$ cat src/bpms_pkg.sv
// Shared types, constants and opcodes for the block peak / minimum point search.
// No dependencies.
`default_nettype none

package bpms_pkg;

    // Point store depth and derived widths
    localparam int MAX_POINTS = 256;
    localparam int ADDR_W     = (MAX_POINTS > 1) ? $clog2(MAX_POINTS) : 1;
    localparam int CNT_W      = $clog2(MAX_POINTS + 1);
    localparam int FIELD_CNT_W = 9;
    localparam int WIDE_W     = (CNT_W > FIELD_CNT_W) ? CNT_W : FIELD_CNT_W;

    localparam logic [11:0] FULL_SCALE = 12'd4095;

    // Request opcodes
    localparam logic [1:0] OP_SAMPLE  = 2'd0;
    localparam logic [1:0] OP_LAST    = 2'd1;
    localparam logic [1:0] OP_LINEAR  = 2'd2;
    localparam logic [1:0] OP_TERNARY = 2'd3;

    // Result kinds
    localparam logic [1:0] KIND_PEAK    = 2'd0;
    localparam logic [1:0] KIND_LINEAR  = 2'd1;
    localparam logic [1:0] KIND_TERNARY = 2'd2;

    typedef struct packed {
        logic [1:0]  opcode;
        logic [11:0] adc_sample;
        logic [8:0]  point_count;
    } in_item_t;

    typedef struct packed {
        logic [1:0]  result_kind;
        logic [11:0] peak_code;
        logic [7:0]  point_index;
    } out_item_t;

    // Controller to datapath
    typedef struct packed {
        logic take;          // request accepted this cycle
        logic lin_step;      // linear scan: issue next read, compare previous
        logic tern_rd_ll;    // ternary: read left probe
        logic tern_rd_rr;    // ternary: read right probe, hold left value
        logic tern_cmp;      // ternary: compare probes, narrow range
        logic load_lin;      // load linear result into output register
        logic load_tern;     // load ternary result into output register
    } cmd_t;

    // Datapath to controller
    typedef struct packed {
        logic lin_done;
        logic tern_done;
        logic out_busy;
    } status_t;

endpackage

`default_nettype wire

$ cat src/block_peak_min_point_search_top.sv
// Top level of the block peak tracker with minimum point search.
// Depends on bpms_pkg, bpms_ctrl and bpms_dp.
//
//   channel | ports                       | payload    | direction
//   --------+-----------------------------+------------+----------
//   request | s_valid, s_ready, s_data    | in_item_t  | in
//   result  | m_valid, m_ready, m_data    | out_item_t | out
//
// Samples and last samples are accepted one per cycle, back to back while the
// result register is free or draining. A linear search reads one point per cycle,
// comparing each in the cycle after its read; a ternary search step reads the left
// probe, then the right probe, then compares. Reset clears the running peak, the
// controller and result valid, not the point store. A stalled result holds every
// request, and a finished search waits until it drains.
`default_nettype none

module block_peak_min_point_search_top
    import bpms_pkg::*;
(
    input  wire        aclk,
    input  wire        aresetn,
    input  wire        s_valid,
    output logic       s_ready,
    input  wire in_item_t s_data,
    output logic       m_valid,
    input  wire        m_ready,
    output out_item_t  m_data
);

    cmd_t    cmd;
    status_t status;

    // Sequence acceptance and the search walks
    bpms_ctrl u_ctrl (
        .aclk    (aclk),
        .aresetn (aresetn),
        .s_valid (s_valid),
        .s_ready (s_ready),
        .opcode  (s_data.opcode),
        .status  (status),
        .cmd     (cmd)
    );

    // Hold the peak, the point store and the result register
    bpms_dp u_dp (
        .aclk    (aclk),
        .aresetn (aresetn),
        .s_data  (s_data),
        .cmd     (cmd),
        .status  (status),
        .m_valid (m_valid),
        .m_ready (m_ready),
        .m_data  (m_data)
    );

endmodule

`default_nettype wire

$ cat src/bpms_dp.sv
// Datapath: running peak, point store memory, search registers, output register.
// Depends on bpms_pkg.
`default_nettype none

module bpms_dp
    import bpms_pkg::*;
(
    input  wire        aclk,
    input  wire        aresetn,
    input  wire in_item_t s_data,
    input  wire cmd_t  cmd,
    output status_t    status,
    output logic       m_valid,
    input  wire        m_ready,
    output out_item_t  m_data
);

    logic [11:0] mem [MAX_POINTS];
    logic [11:0] rd_data_reg;
    logic [ADDR_W-1:0] rd_addr;

    logic [11:0] peak_reg, peak_next;
    logic [11:0] blk_peak;
    logic        m_valid_reg;
    out_item_t   m_data_reg;

    logic [WIDE_W-1:0] cnt_wide;
    logic [CNT_W-1:0]  cnt_clamp;
    logic              store_ok;

    // linear scan
    logic [CNT_W-1:0] count_reg;
    logic [CNT_W-1:0] issue_idx_reg;
    logic [CNT_W-1:0] cmp_idx_reg;
    logic             cmp_vld_reg;
    logic [11:0]      best_reg;
    logic [CNT_W-1:0] where_reg;

    // ternary narrowing
    logic [CNT_W-1:0] l_reg, r_reg;
    logic [11:0]      a_reg;
    logic [CNT_W:0]   mid_w, ll_w, rr_w;
    logic [CNT_W-1:0] ll, rr;

    assign blk_peak  = (s_data.adc_sample > peak_reg) ? s_data.adc_sample : peak_reg;
    assign cnt_wide  = WIDE_W'(s_data.point_count);
    assign cnt_clamp = (cnt_wide > WIDE_W'(MAX_POINTS)) ? CNT_W'(MAX_POINTS)
                                                        : CNT_W'(cnt_wide);
    assign store_ok  = cnt_wide < WIDE_W'(MAX_POINTS);

    assign mid_w = ({1'b0, l_reg} + {1'b0, r_reg}) >> 1;
    assign ll_w  = ({1'b0, l_reg} + mid_w) >> 1;
    assign rr_w  = (mid_w + {1'b0, r_reg}) >> 1;
    assign ll    = ll_w[CNT_W-1:0];
    assign rr    = rr_w[CNT_W-1:0];

    always_comb begin
        priority if (cmd.tern_rd_ll) begin
            rd_addr = ADDR_W'(ll);
        end else if (cmd.tern_rd_rr) begin
            rd_addr = ADDR_W'(rr);
        end else begin
            rd_addr = ADDR_W'(issue_idx_reg);
        end
    end

    always_comb begin
        peak_next = peak_reg;
        if (cmd.take && s_data.opcode == OP_SAMPLE) begin
            peak_next = blk_peak;
        end else if (cmd.take && s_data.opcode == OP_LAST) begin
            peak_next = '0;
        end
    end

    // point store: one write port, one registered read port
    always_ff @(posedge aclk) begin
        if (cmd.take && s_data.opcode == OP_LAST && store_ok) begin
            mem[ADDR_W'(cnt_wide)] <= blk_peak;
        end
        rd_data_reg <= mem[rd_addr];
    end

    always_ff @(posedge aclk) begin
        if (!aresetn) begin
            peak_reg    <= '0;
            m_valid_reg <= 1'b0;
            cmp_vld_reg <= 1'b0;
        end else begin
            peak_reg <= peak_next;
            if ((cmd.take && s_data.opcode == OP_LAST) || cmd.load_lin || cmd.load_tern) begin
                m_valid_reg <= 1'b1;
            end else if (m_ready) begin
                m_valid_reg <= 1'b0;
            end
            if (cmd.take) begin
                cmp_vld_reg <= 1'b0;
            end else if (cmd.lin_step) begin
                cmp_vld_reg <= issue_idx_reg < count_reg;
            end
        end
    end

    always_ff @(posedge aclk) begin
        if (cmd.take) begin
            count_reg     <= cnt_clamp;
            issue_idx_reg <= '0;
            best_reg      <= FULL_SCALE;
            where_reg     <= '0;
            l_reg         <= '0;
            r_reg         <= cnt_clamp;
        end else begin
            if (cmd.lin_step) begin
                if (issue_idx_reg < count_reg) begin
                    issue_idx_reg <= issue_idx_reg + 1'b1;
                end
                cmp_idx_reg <= issue_idx_reg;
                if (cmp_vld_reg && rd_data_reg < best_reg) begin
                    best_reg  <= rd_data_reg;
                    where_reg <= cmp_idx_reg;
                end
            end
            if (cmd.tern_rd_rr) begin
                a_reg <= rd_data_reg;
            end
            if (cmd.tern_cmp) begin
                if (a_reg > rd_data_reg) begin
                    l_reg <= (ll == l_reg) ? l_reg + 1'b1 : ll;
                end else begin
                    r_reg <= rr;
                end
            end
        end

        if (cmd.take && s_data.opcode == OP_LAST) begin
            m_data_reg.result_kind <= KIND_PEAK;
            m_data_reg.peak_code   <= blk_peak;
            m_data_reg.point_index <= s_data.point_count[7:0];
        end else if (cmd.load_lin) begin
            m_data_reg.result_kind <= KIND_LINEAR;
            m_data_reg.peak_code   <= '0;
            m_data_reg.point_index <= 8'(where_reg);
        end else if (cmd.load_tern) begin
            m_data_reg.result_kind <= KIND_TERNARY;
            m_data_reg.peak_code   <= '0;
            m_data_reg.point_index <= 8'(l_reg);
        end
    end

    assign status.lin_done  = (issue_idx_reg == count_reg) && !cmp_vld_reg;
    assign status.tern_done = !({1'b0, r_reg} > ({1'b0, l_reg} + 1'b1));
    assign status.out_busy  = m_valid_reg && !m_ready;

    assign m_valid = m_valid_reg;
    assign m_data  = m_data_reg;

endmodule

`default_nettype wire

$ cat src/bpms_ctrl.sv
// Controller state machine: request acceptance and search sequencing.
// Depends on bpms_pkg.
`default_nettype none

module bpms_ctrl
    import bpms_pkg::*;
(
    input  wire        aclk,
    input  wire        aresetn,
    input  wire        s_valid,
    output logic       s_ready,
    input  wire [1:0]  opcode,
    input  wire status_t status,
    output cmd_t       cmd
);

    localparam logic [2:0] ST_IDLE = 3'd0;
    localparam logic [2:0] ST_LIN  = 3'd1;
    localparam logic [2:0] ST_TCHK = 3'd2;
    localparam logic [2:0] ST_TRR  = 3'd3;
    localparam logic [2:0] ST_TCMP = 3'd4;

    logic [2:0] state_reg, state_next;

    assign s_ready = (state_reg == ST_IDLE) && !status.out_busy;

    always_comb begin
        cmd        = '0;
        state_next = state_reg;
        cmd.take   = s_valid && s_ready;
        unique case (state_reg)
            ST_IDLE: begin
                if (cmd.take && opcode == OP_LINEAR) begin
                    state_next = ST_LIN;
                end else if (cmd.take && opcode == OP_TERNARY) begin
                    state_next = ST_TCHK;
                end
            end
            ST_LIN: begin
                if (status.lin_done) begin
                    if (!status.out_busy) begin
                        cmd.load_lin = 1'b1;
                        state_next   = ST_IDLE;
                    end
                end else begin
                    cmd.lin_step = 1'b1;
                end
            end
            ST_TCHK: begin
                if (status.tern_done) begin
                    if (!status.out_busy) begin
                        cmd.load_tern = 1'b1;
                        state_next    = ST_IDLE;
                    end
                end else begin
                    cmd.tern_rd_ll = 1'b1;
                    state_next     = ST_TRR;
                end
            end
            ST_TRR: begin
                cmd.tern_rd_rr = 1'b1;
                state_next     = ST_TCMP;
            end
            ST_TCMP: begin
                cmd.tern_cmp = 1'b1;
                state_next   = ST_TCHK;
            end
            default: begin
                state_next = ST_IDLE;
            end
        endcase
    end

    always_ff @(posedge aclk) begin
        if (!aresetn) begin
            state_reg <= ST_IDLE;
        end else begin
            state_reg <= state_next;
        end
    end

endmodule

`default_nettype wire
$ cat config.mk
export PLATFORM = sky130hd
export DESIGN_NAME = block_peak_min_point_search_top
export DESIGN_NICKNAME = d
export VERILOG_FILES = /design/src/bpms_pkg.sv /design/src/block_peak_min_point_search_top.sv /design/src/bpms_dp.sv /design/src/bpms_ctrl.sv
export SDC_FILE = /design/constraint.sdc
export NUM_CORES = 2
export LEC_CHECK = 0
export BUFFER_PORTS_ARGS = -buffer_cell sky130_fd_sc_hd__buf_2
export CAP_MARGIN = 15
export CORE_ASPECT_RATIO = 1.2
export CORE_MARGIN = 2
export CORE_UTILIZATION = 55
export DETAILED_ROUTE_END_ITERATION = 10
export PLACE_DENSITY = 0.79
export SYNTH_ARGS = -nofsm -noshare
export SYNTH_HDL_FRONTEND = slang
export SYNTH_SLANG_ARGS = --single-unit
$ cat constraint.sdc
create_clock -name aclk -period 5.99 [get_ports aclk]
set_input_delay 0.8985 -clock aclk [delete_from_list [all_inputs] [get_ports aclk]]
set_output_delay 0.8985 -clock aclk [all_outputs]
set_load 0.005 [all_outputs]
# Word level (Yosys, flattened, before mapping)
# Memory sizes are Yosys's and may differ from the RTL's. A register that Yosys moved wholly into a read port is not among the register bits.
# Cells that the tools add are included.
[classes] order_cmp=7 div=0 n_eq_ne=12 n_reduce_logical=31 mux=34 bitwise=2 multipliers=0 add_sub_neg=6 n_shift=0
[ops] cell="$mux W9" count=5
[ops] cell="$mux W21" count=2
[ops] cell="$mux W12" count=3
[ops] cell="$add A9 B9 Y10" count=3
[ops] cell="$gt A12 B12 Y1" count=2
[ops] cell="$mux W20" count=1
[ops] cell="$add A9 B1 Y9 const B" count=2
[ops] cell="$eq A9 B9 Y1" count=2
[ops] cell="$mux W8" count=2
[ops] cell="$mux W1" count=15
[ops] cell="$mux W3" count=5
[ops] cell="$pmux W3 S5" count=1
[ops] cell="$reduce_and A2 Y1" count=7
[ops] cell="$lt A12 B12 Y1" count=1
[ops] cell="$add A9 B1 Y10 const B" count=1
[ops] cell="$gt A9 B10 Y1" count=1
[ops] cell="$logic_and A1 B1 Y1" count=10
[ops] cell="$gt A9 B9 Y1 const B" count=1
[ops] cell="$lt A9 B9 Y1" count=1
[ops] cell="$lt A9 B9 Y1 const B" count=1
[ops] cell="$reduce_bool A2 Y1" count=4
[ops] cell="$eq A3 B2 Y1 const B" count=2
[ops] cell="$eq A2 B2 Y1 const B" count=2
[ops] cell="$reduce_or A2 Y1" count=2
[ops] cell="12 further kinds" count=16
[word_totals] mem_count=1 ff_bits=115 rom_bits=0 latchBits=0 mem_bits_rw=3072 elab_cells=109 input_bits=27
[memory_table] name="u_dp.mem" depth=256 width=12 read_ports=1 rd_clocked_by_memory_dff=1 wr=1 line="bpms_dp.sv:18" rtl="logic [11:0] mem [MAX_POINTS];"

# Longest topological paths before layout
[depth] word_depth=9 depth_mapped=24

# By module
# From an unflattened synthesis, not the netlist that was laid out.
[hier_totals] hier_cells=7410 hier_area_um2=128002.8
[modules_own_cells] module="bpms_dp" area_per_inst_um2=127730.0 seq_area_each_um2=95311.4 cells_per_inst=7377 instances=1
[modules_own_cells] module="bpms_ctrl" area_per_inst_um2=272.8 seq_area_each_um2=60.1 cells_per_inst=33 instances=1

# Worst setup path after synthesis
# No wires, ideal clock.
[synth_path] path_type="input to register" from="in s_data[10] (netlist name)" to="mem u_dp.mem[0][10], data pin" stages=11 path_buffers=1 arrival_time_ps=5434 slack_ps=-214 path_cell_list="ha_1 > nor2b_1 > o21ai_0 > nand2b_1 > a21oi_1 > nor3_1 > a2111oi_0 > nor2_1 > clkbuf_1 > mux2i_1 > inv_1"
[synth_via] elab_chain_cells=2
[synth_lines] element="start: declaration" line="block_peak_min_point_search_top.sv:24" rtl="input wire in_item_t s_data,"
[synth_lines] element="$gt A12 B12 Y1" line="bpms_dp.sv:45" rtl="assign blk_peak = (s_data.adc_sample > peak_reg) ? s_data.adc_sample : peak_reg;"
[synth_lines] element="$mux W12" line="bpms_dp.sv:45"
[synth_lines] element="via u_dp.blk_peak[10]" line="bpms_dp.sv:23" rtl="logic [11:0] blk_peak;"
[synth_lines] element="end: declaration" line="bpms_dp.sv:18"
# The timed path passes the listed nets, and every way through them passes these cells.

# Worst setup path in the final report
[layout_path] from="reg u_dp.r_reg[0]" to="reg u_dp.rd_data_reg[4], read port of u_dp.mem"
[layout_via] elab_chain_cells=4 word_cells_on_any_way=8 cone_classes="3 x add/sub; 1 x order compare; 4 x mux"
[layout_lines] element="start: declaration" line="bpms_dp.sv:40" rtl="logic [CNT_W-1:0] l_reg, r_reg;"
[layout_lines] element="start signal: assignment" line="bpms_dp.sv:111" rtl="r_reg <= cnt_clamp;"
[layout_lines] element="start signal: assignment" line="bpms_dp.sv:130" rtl="r_reg <= rr;"
[layout_lines] element="$add A9 B9 Y10 or $gt A9 B10 Y1 (tied branches)" line="bpms_dp.sv:51, bpms_dp.sv:151"
[layout_lines] element="$add A9 B9 Y10 or $mux W1 (tied branches)" line="bpms_dp.sv:53, bpms_ctrl.sv:50"
[layout_lines] element="$mux W8 or $mux W1 (tied branches)" line="bpms_dp.sv:60, bpms_ctrl.sv:31"
[layout_lines] element="$mux W8 (*)" line="bpms_dp.sv:58" rtl="priority if (cmd.tern_rd_ll) begin"
[layout_lines] element="end: declaration" line="bpms_dp.sv:19" rtl="logic [11:0] rd_data_reg;"
# Every way passes the cells marked *; elsewhere a longest branch is shown, timed or not.
# A chain may end at the register's enable or synchronous reset.

==> flow_metrics.tcl <==
set metrics [dict create \
    outcome "complete, but fails checks" \
    failed_checks "slew limit, setup timing" \
    ctsHoldBuffers 0 \
    clock_path_buffers 4 \
    largest_reg_flops 3072 \
    worstMarginPinSlew_ns 1.54 \
    synth_common_cells "edfxtp_1, mux2i_1, nand2_1" \
    sequentialPowerShare_pct 47.5 \
    grt_busiest_layer "met2" \
    holdWs_ns 0.432 \
    yosysSeqAreaShare_pct 74.5 \
    path_class "reg -> reg" \
    root_buffer "clkbuf_16" \
    grt_pass1_wl_um 526000 \
    ys_async_sr_fraction_pct 0 \
    post_synth_main_area_contributors "edfxtp_1, mux4_2, mux2i_1" \
    netlist_area_mm2 0.128 \
    routed_wl_um 374000 \
    vias 76500 \
    hold_violations 0 \
    io_pins 51 \
    yosys.area.top_type "edfxtp_1" \
    grt_pass1_vias 74400 \
    grt_use_met2_pct 47.6 \
    clk_latency_ns 0.88 \
    finalMaxSlewViolations 34 \
    synth-edff-count 3130 \
    tritoncts "done" \
    period_share_pct 101 \
    clk_transition_reported_paths_ns 0.06 \
    power.leakage_uw 0.0509 \
    final_cell_count_no_fill 11100 \
    ir_drop_v 0.000206 \
    syn_avg_cell_area_um2 17.7 \
    synth_cell_types 90 \
    grt_start_max_net_pins 239 \
    numPortBuffers 50 \
    hpwlAfterDp_um 226000 \
    syn_nets 7348 \
    finalSetupTns_ns -0.0687 \
    cp.required_ns 6.79 \
    maxSlewHeadroom_pct -2.69 \
    yosys_warnings 0 \
    viasPerCell 6.91 \
    max_stage_delay_ns 0.64 \
    die_h_um 532 \
    core_area_mm2 0.231 \
    crit_chain "ha_1 -> inv_1 -> fa_1 -> inv_1 -> a21oi_1 -> o21ai_0 -> xor2_1 -> ha_1 -> xor2_1 -> buf_4 -> nand2_1 -> mux2_8 -> nor2_1 -> buf_4 -> a221o_1 -> o31ai_1 -> a211oi_1 -> a21oi_1 -> o21ai_1 -> a211o_1" \
    rows 193 \
    swShare_pct 26.5 \
    drt_first_pass_iters 6 \
    grtUsageTotal_pct 30.8 \
    overflow 0 \
    dp.cells 10400 \
    synthCells 7238 \
    synthFlopType "edfxtp_1" \
    fin_nets 7913 \
    startpoint_type "flop" \
    hp-class "in -> reg" \
    fmax_mhz 165 \
    dieArea_mm2 0.236 \
    drive_gt1_share_pct 19.6 \
    power.density_mw_per_mm2 365 \
    crit_path_end_kind "flop" \
    drc 0 \
    crit_fanout 10 \
    fillers 14900 \
    maxCapViolations 0 \
    synthMostInstantiatedCell "edfxtp_1" \
    worstPathArrival_ns 6.86 \
    p_int_uw 38900 \
    cts-buffers-inserted 297 \
    antenna_found_initial 18 \
    slowest_stage "a211oi_1" \
    min_period_ns 6.06 \
    clkPwrFrac_pct 35.7 \
    wire_per_inst_um 33.8 \
    ant_nets 0 \
    multi_input_area_mm2 0.0297 \
    regArea_mm2 0.0954 \
    first_iter_violations 12400 \
    met1_usage_pct 38.1 \
    start_util_pct 55.4 \
    ys_seq_elements 3199 \
    die-width_um 444 \
    setup_slack_ns -0.0687 \
    finalSetupViolCount 1 \
    power.switching_uw 14100 \
    synthToLayoutAreaGrowth_pct 13.5 \
    fin_worst_skew_ns 0.0718 \
    pwr-share-comb_pct 16.8 \
    grtUsageMet3_pct 8.10 \
    cts.sinks 3199 \
    h-tree-depth 5 \
    synth_top_area_share_pct 73.5 \
    place_congestion 0.979 \
]
==> metal layers <==
metal | up-vias | part of all wire, % | wire [µm]
met5 | - | 0.054 | 201
met4 | 22 | 8.4 | 31400
met3 | 1437 | 13 | 50200
met2 | 6581 | 46 | 173000
met1 | 38100 | 32 | 120000
li1 | 30300 | - | -
==> final cells by class <==
type / instances / share of cell area (%)
clock buffer: 370 / 5.47
timing repair buffer: 694 / 4.38
inverter: 84 / 0.253
multi-input combinational: 3527 / 20.5
sequential: 3199 / 65.7
tap: 3022 / 2.60
clock inverter: 158 / 1.13
antenna: 12 / 0.0207
==> stage by stage <==
stage / setup slack, ns / total power, µW / cell area [µm²] / util (%)
6_report: -0.0687 / 53000 / 145000 / 62.9
5_1_grt: -0.0300 / 54000 / 145000 / 62.9
4_1_cts: 0.0129 / 52600 / 144000 / 62.4
3_5_place_dp: -0.239 / 34100 / 134000 / 58.2
3_3_place_gp: -0.199 / 33900 / 134000 / 58.1
2_1_floorplan: 0.134 / 30800 / 128000 / -
==> worst max-delay path, delay by kind of cell, from the launching register on <==
family                     cells  cell delay, ns
AOI/OAI and AO/OA              8            2.05
xor gates and xnor gates       2            0.56
adders and majority gates      3            0.86
buffers and inverters          4            0.62
DFF                            1            0.41
muxes                          1            0.57
and+or+nand+nor                2            0.89
==> logic make-up after synthesis <==
group / synth area share, %
compound gates: 5.89
xor+xnor: 0.260
fa+ha+maj: 0.829
buf+inv: 2.56
flops: 74.5
mux: 11.6
simple gates: 4.35
==> power by group through the flow <==
| stage | logic (µW) | clock network [µW] | registers, µW |
|---|---|---|---|
| floorplan | 5170 | 0 | 25700 |
| global placement | 8250 | 0 | 25600 |
| detailed placement | 8420 | 0 | 25600 |
| CTS | 8560 | 18900 | 25200 |
| global route | 9110 | 19700 | 25200 |
| finish | 8890 | 18900 | 25200 |
==> path summary, 6_finish.rpt <==
check	cells past startpoint	end	slack, ns	startpoint
min reg2reg	2	u_dp.m_data[21]	0.44	u_dp.m_data[21]
max	20	u_dp.rd_data_reg[4]	-0.07	u_dp.r_reg[0]
min	3	u_dp.cmp_vld_reg	0.43	aresetn
max reg2reg	20	u_dp.rd_data_reg[4]	-0.07	u_dp.r_reg[0]
==> cells in the final DEF, fill, tap and decap left out, drive strengths merged, types with 27 or more instances in the layout <==
| cell type | synthesis | routed |
|---|---|---|
| a21oi | 315 | 315 |
| buf | 298 | 686 |
| bufinv | 0 | 29 |
| clkbuf | 132 | 378 |
| clkinv | 0 | 108 |
| dfxtp | 69 | 69 |
| edfxtp | 3130 | 3130 |
| ha | 80 | 80 |
| inv | 84 | 81 |
| mux2i | 643 | 643 |
| mux4 | 362 | 362 |
| nand2 | 473 | 473 |
| nand3 | 134 | 134 |
| nor2 | 376 | 376 |
| nor3 | 138 | 138 |
| nor4 | 27 | 27 |
| o2111ai | 43 | 43 |
| o21ai | 102 | 102 |
| o221ai | 234 | 234 |
| o22ai | 191 | 191 |
| xnor2 | 27 | 27 |
==> repair_timing <==
item	in CTS	in global routing
gates cloned	0	4
pin swaps	0	1
gates resized for setup	11	37
setup endpoints to repair	7	12
setup buffers	11	3
Power figures use the tool's default switching activity.
